<file path="src/hdl/mlpd_pkg.sv">
`default_nettype none

package mlpd_pkg;

  typedef enum logic [1:0] {
    ST_OK    = 2'd0,
    ST_PROTO = 2'd1,
    ST_CAP   = 2'd2,
    ST_TRUNC = 2'd3
  } status_t;

  localparam logic [2:0] CFG_CHECK_PREAMBLE = 3'd0;
  localparam logic [2:0] CFG_MAX_PAYLOAD    = 3'd1;
  localparam logic [2:0] CFG_KIND_CODE_A    = 3'd2;
  localparam logic [2:0] CFG_KIND_CODE_B    = 3'd3;
  localparam logic [2:0] CFG_KIND_CODE_C    = 3'd4;

  localparam logic [2:0]  PREAMBLE_LENGTH   = 3'd7;
  localparam logic [3:0]  HEADER_LENGTH     = 4'd8;
  localparam logic [3:0]  HEADER_LAST       = 4'd7;
  localparam logic [24:0] MAX_PAYLOAD_BYTES = 25'd65536;
  localparam logic [16:0] MAX_PAYLOAD_RESET = 17'd65536;

  typedef struct packed {
    logic        byte_taken;
    logic        payload_valid;
    logic [7:0]  payload_byte;
    logic [15:0] frame_kind;
    logic        frame_end;
    status_t     status;
  } result_t;

  function automatic logic [7:0] preamble_byte(input logic [2:0] idx);
    logic [7:0] val;
    unique case (idx)
      3'd0:    val = 8'h46;
      3'd1:    val = 8'h52;
      3'd2:    val = 8'h50;
      3'd3:    val = 8'h00;
      3'd4:    val = 8'h02;
      3'd5:    val = 8'h0D;
      3'd6:    val = 8'h0A;
      default: val = 8'h00;
    endcase
    return val;
  endfunction

endpackage

`default_nettype wire

</file>
<file path="src/hdl/magic_and_length_prefixed_deframer.sv">
// The result of an accepted request is registered in out_r, or in skid_r while a result waits.
// Throughput: one request per cycle while in_ready is high; each byte needs only counters and compares.
// An output register plus a skid register let one more request enter while a result waits.
// Reset (rst_n low at a clock edge) loads the register defaults, clears all counters,
// the stored kind and the sticky error, and empties the output stage.
`default_nettype none

module magic_and_length_prefixed_deframer (
  input  wire logic        clk,
  input  wire logic        rst_n,
  input  wire logic        in_valid,
  output logic             in_ready,
  input  wire logic        in_op,
  input  wire logic [7:0]  in_stream_byte,
  output logic             out_valid,
  input  wire logic        out_ready,
  output logic             out_byte_taken,
  output logic             out_payload_valid,
  output logic [7:0]       out_payload_byte,
  output logic [15:0]      out_frame_kind,
  output logic             out_frame_end,
  output logic [1:0]       out_status,
  input  wire logic        cfg_valid,
  output logic             cfg_ready,
  input  wire logic [2:0]  cfg_index,
  input  wire logic [16:0] cfg_data
);

  logic                check_preamble_r;
  logic [16:0]         max_payload_r;
  logic [15:0]         kind_code_a_r;
  logic [15:0]         kind_code_b_r;
  logic [15:0]         kind_code_c_r;

  logic [2:0]          preamble_count_r, preamble_count_nxt;
  logic [3:0]          header_count_r, header_count_nxt;
  logic [7:0]          header_r [0:6];
  logic [15:0]         current_kind_r, current_kind_nxt;
  logic [16:0]         payload_length_r, payload_length_nxt;
  logic [16:0]         payload_count_r, payload_count_nxt;
  mlpd_pkg::status_t   sticky_r, sticky_nxt;

  logic                header_we;
  mlpd_pkg::result_t   res;
  mlpd_pkg::result_t   out_r;
  mlpd_pkg::result_t   skid_r;
  logic                out_valid_r;
  logic                skid_valid_r;
  logic                in_accept;

  assign in_ready  = !skid_valid_r;
  assign in_accept = in_valid && in_ready;
  assign cfg_ready = 1'b1;

  always_comb begin
    logic [15:0] kind;
    logic [31:0] len;
    logic [16:0] cap;
    logic        kind_ok;

    preamble_count_nxt = preamble_count_r;
    header_count_nxt   = header_count_r;
    current_kind_nxt   = current_kind_r;
    payload_length_nxt = payload_length_r;
    payload_count_nxt  = payload_count_r;
    sticky_nxt         = sticky_r;
    header_we          = 1'b0;
    res                = '0;
    res.status         = mlpd_pkg::ST_OK;

    kind    = {header_r[0], header_r[1]};
    len     = {header_r[4], header_r[5], header_r[6], in_stream_byte};
    cap     = ({8'd0, max_payload_r} < mlpd_pkg::MAX_PAYLOAD_BYTES) ? max_payload_r
                                                                  : mlpd_pkg::MAX_PAYLOAD_BYTES[16:0];
    kind_ok = (kind == kind_code_a_r) || (kind == kind_code_b_r) || (kind == kind_code_c_r);

    if (in_op) begin
      if (sticky_r != mlpd_pkg::ST_OK) begin
        res.status = sticky_r;
      end else if ((check_preamble_r && preamble_count_r != mlpd_pkg::PREAMBLE_LENGTH)
                   || header_count_r != 4'd0) begin
        res.status = mlpd_pkg::ST_TRUNC;
      end
    end else if (sticky_r != mlpd_pkg::ST_OK) begin
      res.status = sticky_r;
    end else begin
      res.byte_taken = 1'b1;
      if (check_preamble_r && preamble_count_r != mlpd_pkg::PREAMBLE_LENGTH) begin
        if (in_stream_byte != mlpd_pkg::preamble_byte(preamble_count_r)) begin
          sticky_nxt = mlpd_pkg::ST_PROTO;
          res.status = mlpd_pkg::ST_PROTO;
        end
        preamble_count_nxt = preamble_count_r + 3'd1;
      end else if (header_count_r != mlpd_pkg::HEADER_LENGTH) begin
        header_count_nxt = header_count_r + 4'd1;
        if (header_count_r != mlpd_pkg::HEADER_LAST) begin
          header_we = 1'b1;
        end else if (!kind_ok || header_r[2] != 8'd0 || header_r[3] != 8'd0) begin
          sticky_nxt = mlpd_pkg::ST_PROTO;
          res.status = mlpd_pkg::ST_PROTO;
        end else if (len > {15'd0, cap}) begin
          current_kind_nxt = kind;
          sticky_nxt       = mlpd_pkg::ST_CAP;
          res.status       = mlpd_pkg::ST_CAP;
        end else begin
          current_kind_nxt   = kind;
          payload_length_nxt = len[16:0];
          payload_count_nxt  = 17'd0;
          if (len == 32'd0) begin
            res.frame_kind   = kind;
            res.frame_end    = 1'b1;
            header_count_nxt = 4'd0;
          end
        end
      end else begin
        res.payload_valid = 1'b1;
        res.payload_byte  = in_stream_byte;
        res.frame_kind    = current_kind_r;
        payload_count_nxt = payload_count_r + 17'd1;
        if (payload_count_nxt >= payload_length_r) begin
          res.frame_end      = 1'b1;
          header_count_nxt   = 4'd0;
          payload_length_nxt = 17'd0;
          payload_count_nxt  = 17'd0;
        end
      end
    end
  end

  always_ff @(posedge clk) begin
    if (!rst_n) begin
      check_preamble_r <= 1'b1;
      max_payload_r    <= mlpd_pkg::MAX_PAYLOAD_RESET;
      kind_code_a_r    <= 16'd0;
      kind_code_b_r    <= 16'd0;
      kind_code_c_r    <= 16'd0;
      preamble_count_r <= 3'd0;
      header_count_r   <= 4'd0;
      current_kind_r   <= 16'd0;
      payload_length_r <= 17'd0;
      payload_count_r  <= 17'd0;
      sticky_r         <= mlpd_pkg::ST_OK;
    end else begin
      if (cfg_valid && cfg_ready) begin
        unique case (cfg_index)
          mlpd_pkg::CFG_CHECK_PREAMBLE: check_preamble_r <= cfg_data[0];
          mlpd_pkg::CFG_MAX_PAYLOAD:    max_payload_r    <= cfg_data;
          mlpd_pkg::CFG_KIND_CODE_A:    kind_code_a_r    <= cfg_data[15:0];
          mlpd_pkg::CFG_KIND_CODE_B:    kind_code_b_r    <= cfg_data[15:0];
          mlpd_pkg::CFG_KIND_CODE_C:    kind_code_c_r    <= cfg_data[15:0];
          default: ;
        endcase
      end
      if (in_accept) begin
        preamble_count_r <= preamble_count_nxt;
        header_count_r   <= header_count_nxt;
        current_kind_r   <= current_kind_nxt;
        payload_length_r <= payload_length_nxt;
        payload_count_r  <= payload_count_nxt;
        sticky_r         <= sticky_nxt;
      end
    end
  end

  always_ff @(posedge clk) begin
    if (in_accept && header_we) begin
      header_r[header_count_r[2:0]] <= in_stream_byte;
    end
  end

  always_ff @(posedge clk) begin
    if (!rst_n) begin
      out_valid_r  <= 1'b0;
      skid_valid_r <= 1'b0;
    end else if (out_valid_r && !out_ready) begin
      if (in_accept) begin
        skid_valid_r <= 1'b1;
      end
    end else if (skid_valid_r) begin
      out_valid_r  <= 1'b1;
      skid_valid_r <= 1'b0;
    end else begin
      out_valid_r <= in_accept;
    end
  end

  always_ff @(posedge clk) begin
    if (out_valid_r && !out_ready) begin
      if (in_accept) begin
        skid_r <= res;
      end
    end else if (skid_valid_r) begin
      out_r <= skid_r;
    end else if (in_accept) begin
      out_r <= res;
    end
  end

  assign out_valid         = out_valid_r;
  assign out_byte_taken    = out_r.byte_taken;
  assign out_payload_valid = out_r.payload_valid;
  assign out_payload_byte  = out_r.payload_byte;
  assign out_frame_kind    = out_r.frame_kind;
  assign out_frame_end     = out_r.frame_end;
  assign out_status        = out_r.status;

  a_skid_implies_out: assert property (@(posedge clk) disable iff (!rst_n)
    skid_valid_r |-> out_valid_r)
    else $error("skid register holds a result while the output register is empty");

  a_header_count_range: assert property (@(posedge clk) disable iff (!rst_n)
    header_count_r <= mlpd_pkg::HEADER_LENGTH)
    else $error("header count beyond header length");

  a_payload_in_range: assert property (@(posedge clk) disable iff (!rst_n)
    (header_count_r == mlpd_pkg::HEADER_LENGTH && sticky_r == mlpd_pkg::ST_OK)
    |-> (payload_count_r < payload_length_r))
    else $error("payload phase with count not below length");

  a_sticky_holds: assert property (@(posedge clk) disable iff (!rst_n)
    (sticky_r != mlpd_pkg::ST_OK) |=> $stable(sticky_r) && $stable(header_count_r))
    else $error("state changed after a sticky error");

endmodule

`default_nettype wire

</file>
<file path="config.mk">
export PLATFORM = sky130hd
export DESIGN_NAME = magic_and_length_prefixed_deframer
export DESIGN_NICKNAME = d
export VERILOG_FILES = /design/src/hdl/mlpd_pkg.sv /design/src/hdl/magic_and_length_prefixed_deframer.sv
export SDC_FILE = /design/constraint.sdc
export NUM_CORES = 1
export LEC_CHECK = 0
export BUFFER_PORTS_ARGS = -buffer_cell sky130_fd_sc_hd__buf_2
export CAP_MARGIN = 40
export CORE_UTILIZATION = 55
export DETAILED_ROUTE_END_ITERATION = 10
export PLACE_DENSITY = 0.83
export SLEW_MARGIN = 40
export SYNTH_ARGS = -nofsm -noshare
export SYNTH_HDL_FRONTEND = slang
export SYNTH_SLANG_ARGS = --single-unit
export TNS_END_PERCENT = 100
</file>
<file path="constraint.sdc">
create_clock -name clk -period 5.1 [get_ports clk]
set_clock_uncertainty 0.2 [all_clocks]
set_input_delay 0.255 -clock clk [delete_from_list [all_inputs] [get_ports clk]]
set_output_delay 0.255 -clock clk [all_outputs]
set_load 0.05 [all_outputs]
</file>
==> reports/summary.txt, run 1 <==
Ys flop type = dfxtp_1
Max_cap viols = 0
Min-delay worst type = input pin to register
Area grow syn2layout = 13.6%
Relative slew slack = 46.0%
M2 GR Usage = 38.1%
Initial Util = 56.3%
Worst Path Required = 5.30 ns
Max IR drop VDD = 0.240 mV
Worst setup SP type = register
GRT met3 Usage = 3.67%
Biggest area consumer among synthesized cells = edfxtp_1
FILL cells = 1527
Setup TNS = 0 ns
Placed Cells = 1329
Lkg Pwr = 0.00467 uW
Vias in the first global route = 7534
Pre-CTS WS = 1.10 ns
Nets@finish = 1196
Die Y = 143 um
Post-CTS Setup Inserts = 0
Hold Fails Final Rpt = 0
First-pass GRT wire length = 39.2 mm
Worst-Skew Late Latency = 0.54 ns
CTS tree = built
Post-Synthesis Cells = 1043
Critical Path Start = payload_count_r[0]
Clock buffer depth = 3
Synth warn = 0
Syn avg cell area = 10.5 um2
CP arrival = 4.29 ns
Routed Antenna Nets = 0
Met1 Track Usage GR = 35.4%
DRC = 0
Fin worst setup slack = 1.01 ns
HPWL Detailed = 16.4 mm
Reg-to-reg slack, setup = 1.01 ns
Top cells by count, synth = 199 x nand2_1, 127 x dfxtp_1, 114 x edfxtp_1
Core Region = 19500 um2
Pwr Density = 315 nW/um2
Most common cell in the netlist = nand2_1
RR Startpoint = payload_count_r[0]
Via count = 8071
Clock root buffer = clkbuf_16
Period utilization = 80.2%
Cell variety after synth = 69
Synth top area share = 31.1%
Clock transition at path regs = 0.06 ns
Global routing's busiest layer = met2
Hold slack = 0.00878 ns
CP endpoint = payload_count_r[6]
EDFF count, synth = 114
Antenna cells = 0
Initial DRC Count = 842
Initial antenna violation count = 0
Die width = 143 um
Clock sinks = 241
CTS H-tree lvls = 1
Gp weighted congestion = 0.860
Slew @ Worst Pin = 0.809 ns
Async set-reset flop share out of synthesis = 0%
Core Rows = 51
Die area = 20600 um2
Total gr overflow = 0
Resize count post-CTS = 0
Largest net degree at the start of global routing = 89
Non-filler cells, final = 1403
DR vias/cell = 5.75
Status = finished clean
Final setup fails = 0
CP max FO = 12
DR WL/cell = 17.6 um
Drt pass-1 iters = 5
Top Ports = 66
Post-layout min period = 4.09 ns
# hold bufs at CTS = 30
Cells on worst reg2reg path = 14
Fmax = 244 MHz
Post-Syn Area = 11000 um2
Total CTS buffers = 24
Synthesized Nets = 1119
Total routed wirelength = 24.7 mm
Aggregate global-route resource usage = 24.6%
Layout cells sized above 1 = 14.5%
Setup CP Type = register to register
Sequential fraction of the synthesis area = 54.3%
Max-slew violations = 0
Largest cells by area after synthesis = edfxtp_1 31%, dfxtp_1 23%, nand2_1 6.8%
Port buffer count = 64
Flops & latches, synth = 241
Unrepaired setup endpoints after global routing = no
Capturing element type of the critical path = register
Power Total = 3940 uW
RR Endpoint = payload_count_r[6]
stage by stage:
| stage | util, % | area, um2 |
|---|---|---|
| 3_3_place_gp | 58.7 | 11500 |
| 6_report | 63.9 | 12500 |
| 4_1_cts | 63.9 | 12500 |
| 3_5_place_dp | 58.7 | 11500 |
| 2_1_floorplan | - | 11000 |
| 5_1_grt | 63.9 | 12500 |
layout by cell type, fill, tap and decap left out, types with 28 or more instances in the layout:
master and instances:
nand2_1 199, dlygate4sd3_1 30, edfxtp_1 114, a21oi_1 82, ha_1 42, buf_2 64, xor2_1 54, inv_1 28
nand3_1 34, mux2i_1 36, nor2_1 49, dfxtp_1 127
cell families after synthesis:
| kind of cell | after synthesis | share of synthesized area, % |
|---|---|---|
| muxes | 63 | 6.05 |
| adders and majority gates | 42 | 4.78 |
| xor gates and xnor gates | 68 | 5.42 |
| AOI/OAI and AO/OA | 156 | 9.60 |
| buffers and inverters | 80 | 3.26 |
| and+or+nand+nor | 392 | 16.6 |
| other | 1 | 0.0341 |
| DFF | 241 | 54.3 |
flip-flops by register name, indices dropped and copies added (netlist names), 4 cells and up:
signal and count:
payload_count_r 17, kind_code_a_r 16, kind_code_b_r 16, header_count_r 4, skid_r 29, current_kind_r 16, header_r 56, out_frame_kind 16
payload_length_r 17, out_payload_byte 8, kind_code_c_r 16, max_payload_r 17
power breakdown:
| part | total (uW) | switching (uW) | leakage (uW) | internal (uW) |
|---|---|---|---|---|
| Sequential | 2070 | 14.9 | 0.00208 | 2060 |
| Clock | 1620 | 728 | 0.000347 | 892 |
| Combinational | 245 | 172 | 0.00225 | 72.9 |
routing by layer:
metal,part of all wire [%],up-vias
met3,7.1,48
li1,-,3883
met2,46,316
met5,0,-
met1,45,3824
met4,2.2,0
worst min-delay path by stage:
stage | startpoint | to | slack [ns] | cells after the start
floorplan | in_stream_byte[0] | header_r[0][0] | 0.15 | 0
global placement | max_payload_r[0] | max_payload_r[0] | 0.24 | 2
detailed placement | payload_length_r[2] | payload_length_r[2] | 0.25 | 2
CTS | out_ready | out_valid | 0.007 | 3
global route | out_ready | out_valid | 0.02 | 3
finish | out_ready | out_valid | 0.009 | 3
layout make-up:
type | instances | area (um2) | area share (%)
Clock buffer | 35 | 652 | 5.22
Sequential cell | 241 | 5970 | 47.8
Clock inverter | 9 | 58.8 | 0.471
Inverter | 31 | 116 | 0.932
Timing Repair Buffer | 100 | 669 | 5.36
Tap cell | 265 | 332 | 2.66
Multi-Input combinational cell | 722 | 4690 | 37.6
critical path, stage by stage, from the launching register on:
cell,delay [ns]
dfxtp_1,0.43
ha_1,0.28
nand3_1,0.23
nor2_1,0.30
and4_1,0.30
nand4_1,0.13
xnor2_1,0.17
ha_1,0.29
nand2_1,0.07
nor4_1,0.33
o21ai_0,0.17
nand3_1,0.34
nor2_1,0.18
buf_4,0.22
a221o_2,0.34
(Power assumes the default switching activity.)
==> run 2: changes to the inputs <==
--- a/config.mk
+++ b/config.mk
@@ -9,7 +9,7 @@
 export CAP_MARGIN = 40
 export CORE_UTILIZATION = 55
 export DETAILED_ROUTE_END_ITERATION = 10
-export PLACE_DENSITY = 0.83
+export PLACE_DENSITY = 0.86
 export SLEW_MARGIN = 40
 export SYNTH_ARGS = -nofsm -noshare
 export SYNTH_HDL_FRONTEND = slang
==> constraint.sdc (replaced) <==
create_clock -name clk -period 3.5 [get_ports clk]
set_clock_uncertainty 0.2 [all_clocks]
set_input_delay 0.175 -clock clk [delete_from_list [all_inputs] [get_ports clk]]
set_output_delay 0.175 -clock clk [all_outputs]
set_load 0.05 [all_outputs]
==> run 2 against run 1 <==
  * The flow now finishes with violations (negative setup slack)
  * Register-to-register slack worse by 1.0 ns
  * Sequential power rose by 46%
  * Worst setup slack got worse by 1.0 ns
  * Die area unchanged
  * Non-clock buffer count is 68 higher
  * Cell count is 4.8% higher
  * Count of clock-buffer cells in the layout down 3
  * Critical path type unchanged
  * Largest cell class unchanged
==> reports/summary.txt, run 2 (same netlist as run 1, synthesis figures left out) <==
Fmax = 284 MHz
Status = finished, violations left
Most frequent cells in the layout = 196 x nand2_1, 120 x dfxtp_1, 114 x edfxtp_1, 82 x a21oi_1, 64 x buf_2
Core Rows = 51
Setup TNS = -0.147 ns
Power Total = 5930 uW
DRC = 0
Min-delay worst type = input pin to register
Die area = 20600 um2
Die width = 143 um
Total gr overflow = 0
Max reg flops = 56
Max-slew violations = 0
Period utilization = 101%
Core Region = 19500 um2
DR WL/cell = 19.1 um
Clock transition at path regs = 0.06 ns
Hold_sp = in_op
Die Y = 143 um
Failing checks = negative setup slack
Top Ports = 66
Final setup fails = 12
Nets@finish = 1264
HPWL Detailed = 17.8 mm
Initial Util = 56.3%
Hold path depth = 3
CP arrival = 3.77 ns
Hold Fails Final Rpt = 0
Pwr Density = 447 nW/um2
Lkg Pwr = 0.00508 uW
Slew @ Worst Pin = 0.725 ns
Antenna cells = 0
Vias in the first global route = 8412
Reg-to-reg slack, setup = -0.02 ns
Initial antenna violation count = 0
Post-layout min period = 3.52 ns
CP max FO = 8
Capturing element type of the critical path = register
Most common cell after layout, fill and taps aside = nand2_1
Worst-Skew Late Latency = 0.53 ns
Max_cap viols = 0
Worst setup SP type = register
Via count = 8889
CTS tree = built
Clock root buffer = clkbuf_16
DR vias/cell = 6.04
Fin worst setup slack = -0.0235 ns
RR Startpoint = payload_count_r[1]
FILL cells = 1324
Gp weighted congestion = 0.887
Unrepaired setup endpoints after global routing = yes
Aggregate global-route resource usage = 26.6%
Pre-CTS WS = -0.137 ns
Relative slew slack = 51.6%
Critical Path Start = payload_count_r[1]
Cells on worst reg2reg path = 17
Total CTS buffers = 24
Routed Antenna Nets = 0
Worst Path Required = 3.75 ns
First-pass GRT wire length = 42.6 mm
Clock buffer depth = 3
Area grow syn2layout = 20.7%
Total routed wirelength = 28.1 mm
Port buffer count = 64
Max IR drop VDD = 0.338 mV
Hold slack = 0.0620 ns
Clock sinks = 241
Layout cells sized above 1 = 21.3%
Initial DRC Count = 954
Largest net degree at the start of global routing = 56
Drt pass-1 iters = 7
CTS H-tree lvls = 1
Setup CP Type = register to register
==> run 2: worst max-delay path, cell delays in order (launching register included) <==
cell and delay (ns):
dfxtp_2 0.35, buf_4 0.12, nand2_2 0.06, nor3_2 0.13
buf_4 0.15, and3_4 0.20, nand3_4 0.09, buf_6 0.14
xnor2_1 0.12, ha_1 0.32, nand2_2 0.08, buf_6 0.13
nor4_4 0.30, o211a_1 0.27, o21ai_2 0.11, o22ai_4 0.26
clkbuf_16 0.24, mux2i_1 0.19
==> run 2: stage by stage <==
step	util, %	std cells	cell area (um2)
2_1_floorplan	-	1043	11000
3_3_place_gp	60.5	1374	11800
3_5_place_dp	60.5	1374	11800
4_1_cts	66.4	1453	13000
5_1_grt	68.0	1471	13300
6_report	68.0	1471	13300
==> run 2: final timing paths <==
kind                               end
setup / recovery  payload_length_r[14]
hold / removal              skid_r[28]
setup reg to reg  payload_length_r[14]
hold reg to reg       max_payload_r[2]
==> run 2: area by class of cell <==
cell class | count | area, um2 | share of cell area (%)
Multi-Input combinational cell | 722 | 4800 | 36.2
Tap cell | 265 | 332 | 2.50
Clock inverter | 12 | 119 | 0.896
Inverter | 31 | 120 | 0.905
Timing Repair Buffer | 168 | 1260 | 9.49
Clock buffer | 32 | 661 | 4.98
Sequential cell | 241 | 5980 | 45.1
==> run 2: per-layer routing <==
layer  part of all wire, %  vias to the layer above  track usage (%)
met5                     0                        -                0
met4                   4.4                        0             11.9
met2                    47                      465             44.1
li1                      -                     4025                -
met3                   8.2                      129             4.07
met1                    40                     4270             34.4
==> run 2: where the power goes <==
| part | internal (uW) | switching, uW | leakage (uW) | total, uW |
|---|---|---|---|---|
| clock | 1470 | 1050 | 0.000382 | 2520 |
| sequential | 2990 | 23.1 | 0.00208 | 3020 |
| combinational | 119 | 264 | 0.00261 | 383 |
| total | 4590 | 1340 | 0.00508 | 5930 |
==> run 2: what timing repair did <==
action | in CTS | in global routing
endpoints found under the hold margin | 139 | 0
gates cloned | 0 | 2
pin swaps | 0 | 11
setup buffers | 0 | 16
setup endpoints to repair | 38 | 47
gates resized for setup | 5 | 39
hold buffers | 35 | 0
==> run 3: changes to the inputs <==
--- a/config.mk
+++ b/config.mk
@@ -8,6 +8,7 @@
 export BUFFER_PORTS_ARGS = -buffer_cell sky130_fd_sc_hd__buf_2
 export CAP_MARGIN = 40
 export CORE_UTILIZATION = 55
+export CTS_BUF_LIST = sky130_fd_sc_hd__clkbuf_8 sky130_fd_sc_hd__clkbuf_16
 export DETAILED_ROUTE_END_ITERATION = 10
 export PLACE_DENSITY = 0.86
 export SLEW_MARGIN = 40
==> run 3 against run 2 <==
  * The run still ends with negative setup slack left
  * Sequential cell count stayed put
  * Count of clock-buffer cells in the layout is 5 lower
  * Sequential power hardly changed
  * Via count is 0.48% lower
  * Largest power group unchanged
  * Highest routed layer unchanged
==> reports/summary.txt, run 3 (same netlist as run 1, synthesis figures left out) <==
Port buffer count = 64
Clock root buffer = clkbuf_16
Worst-Skew Late Latency = 0.53 ns
CP max FO = 8
Via count = 8846
Hold path depth = 3
Top Ports = 66
Post-layout min period = 3.52 ns
Area grow syn2layout = 20.7%
Final setup fails = 11
Min-delay worst type = input pin to register
Max_cap viols = 0
Gp weighted congestion = 0.887
Antenna cells = 0
Period utilization = 101%
RR Endpoint = payload_length_r[14]
RR Startpoint = payload_count_r[1]
Routed Antenna Nets = 0
Die area = 20600 um2
Initial DRC Count = 970
Pwr Density = 445 nW/um2
Worst setup SP type = register
Cell area after layout = 13300 um2
Hold EP = skid_r[28]
Slew @ Worst Pin = 0.716 ns
Failing checks = negative setup slack
Core Region = 19500 um2
Clock sinks = 241
Fmax = 284 MHz
Die width = 143 um
DR WL/cell = 19.1 um
Total routed wirelength = 28.0 mm
Reg-to-reg slack, setup = -0.02 ns
CP arrival = 3.77 ns
Placed Cells = 1374
Total gr overflow = 0
HPWL Detailed = 17.8 mm
Non-filler cells, final = 1471
Worst Path Required = 3.75 ns
Most frequent cells in the layout = 196 x nand2_1, 120 x dfxtp_1, 114 x edfxtp_1, 82 x a21oi_1, 64 x buf_2
Largest net degree at the start of global routing = 56
Max IR drop VDD = 0.337 mV
DRC = 0
DR vias/cell = 6.01
Initial Util = 56.3%
Max reg flops = 56
Layout cells sized above 1 = 21.3%
Setup TNS = -0.129 ns
Total CTS buffers = 24
Hold_sp = in_op
Clock buffer depth = 3
Fin worst setup slack = -0.0229 ns
Aggregate global-route resource usage = 26.6%
Clock transition at path regs = 0.06 ns
Setup CP Type = register to register
Cells on worst reg2reg path = 17
First-pass GRT wire length = 42.6 mm
Max-slew violations = 0
Drt pass-1 iters = 8
Relative slew slack = 52.2%
Pre-CTS WS = -0.137 ns
CTS tree = built
Capturing element type of the critical path = register
Status = finished, violations left
Unrepaired setup endpoints after global routing = yes
Vias in the first global route = 8412
Die Y = 143 um
CTS H-tree lvls = 1
Lkg Pwr = 0.00510 uW
Initial antenna violation count = 0
Nets@finish = 1264
Placed Area = 11800 um2
Hold Fails Final Rpt = 0
Core Rows = 51
Most common cell after layout, fill and taps aside = nand2_1
-- run 3: changes by cell type in the layout (fill, tap and decap cells not counted), sizes merged --
| cell | before | now |
|---|---|---|
| clkbuf | 34 | 29 |
| inv | 30 | 35 |
-- run 3: how the worst max path moves through the flow --
stage                             startpoint              endpoint  slack (ns)
final                     payload_count_r[1]  payload_length_r[14]       -0.02
after global routing      payload_count_r[1]   payload_length_r[0]       -0.18
after CTS                 payload_count_r[2]   payload_length_r[2]       -0.02
after detailed placement  payload_count_r[2]   payload_length_r[2]       -0.14
after global placement    payload_count_r[2]    payload_count_r[0]       -0.28
after floorplan           payload_count_r[2]   payload_length_r[6]        0.02
-- run 3: final cells by class --
cell class / instances / area [um2]
multi-input combinational: 722 / 4800
timing repair buffer: 168 / 1260
sequential: 241 / 5980
clock buffer: 27 / 642
inverter: 31 / 120
fill: 1324 / 6260
clock inverter: 17 / 138
tap: 265 / 332
-- run 3: what timing repair did --
item / in CTS / in global routing
resized for setup: 5 / 39
setup buffers: 0 / 16
hold buffers: 35 / 0
endpoints found under the setup margin: 38 / 47
pin swaps: 0 / 11
gates cloned: 0 / 2
hold endpoints to repair: 139 / 0
-- run 3: power breakdown --
group / total, uW / internal, uW / leakage (uW) / switching, uW
Clock: 2510 / 1460 / 0.000403 / 1050
Sequential: 3020 / 2990 / 0.00208 / 23.1
Combinational: 383 / 119 / 0.00261 / 264
-- run 3: metrics by stage --
stage                     utilization (%)  hold WS [ns]  total power (uW)
final                                68.0        0.0623              5910
after global routing                 68.0        0.0672              6070
after CTS                            66.4        0.0249              5930
after detailed placement             60.5         0.245              3420
after global placement               60.5         0.225              3410
after floorplan                         -        0.0739              3300
-- run 3: critical path, stage by stage, from the launching register on --
cell and delay [ns]:
dfxtp_2 0.35, buf_4 0.12, nand2_2 0.06, nor3_2 0.13, buf_4 0.15, and3_4 0.20
nand3_4 0.09, buf_6 0.14, xnor2_1 0.12, ha_1 0.32, nand2_2 0.08, buf_6 0.13
nor4_4 0.30, o211a_1 0.27, o21ai_2 0.11, o22ai_4 0.26, clkbuf_16 0.24, mux2i_1 0.19
-- run 3: layer usage --
metal,track usage [%],share of wire [%],wire (um),vias up
met5,0,0,0,-
met4,11.9,4.5,1270,0
met3,4.07,8.7,2440,130
met2,44.1,47,13200,484
met1,34.4,40,11100,4214
li1,-,-,-,4018
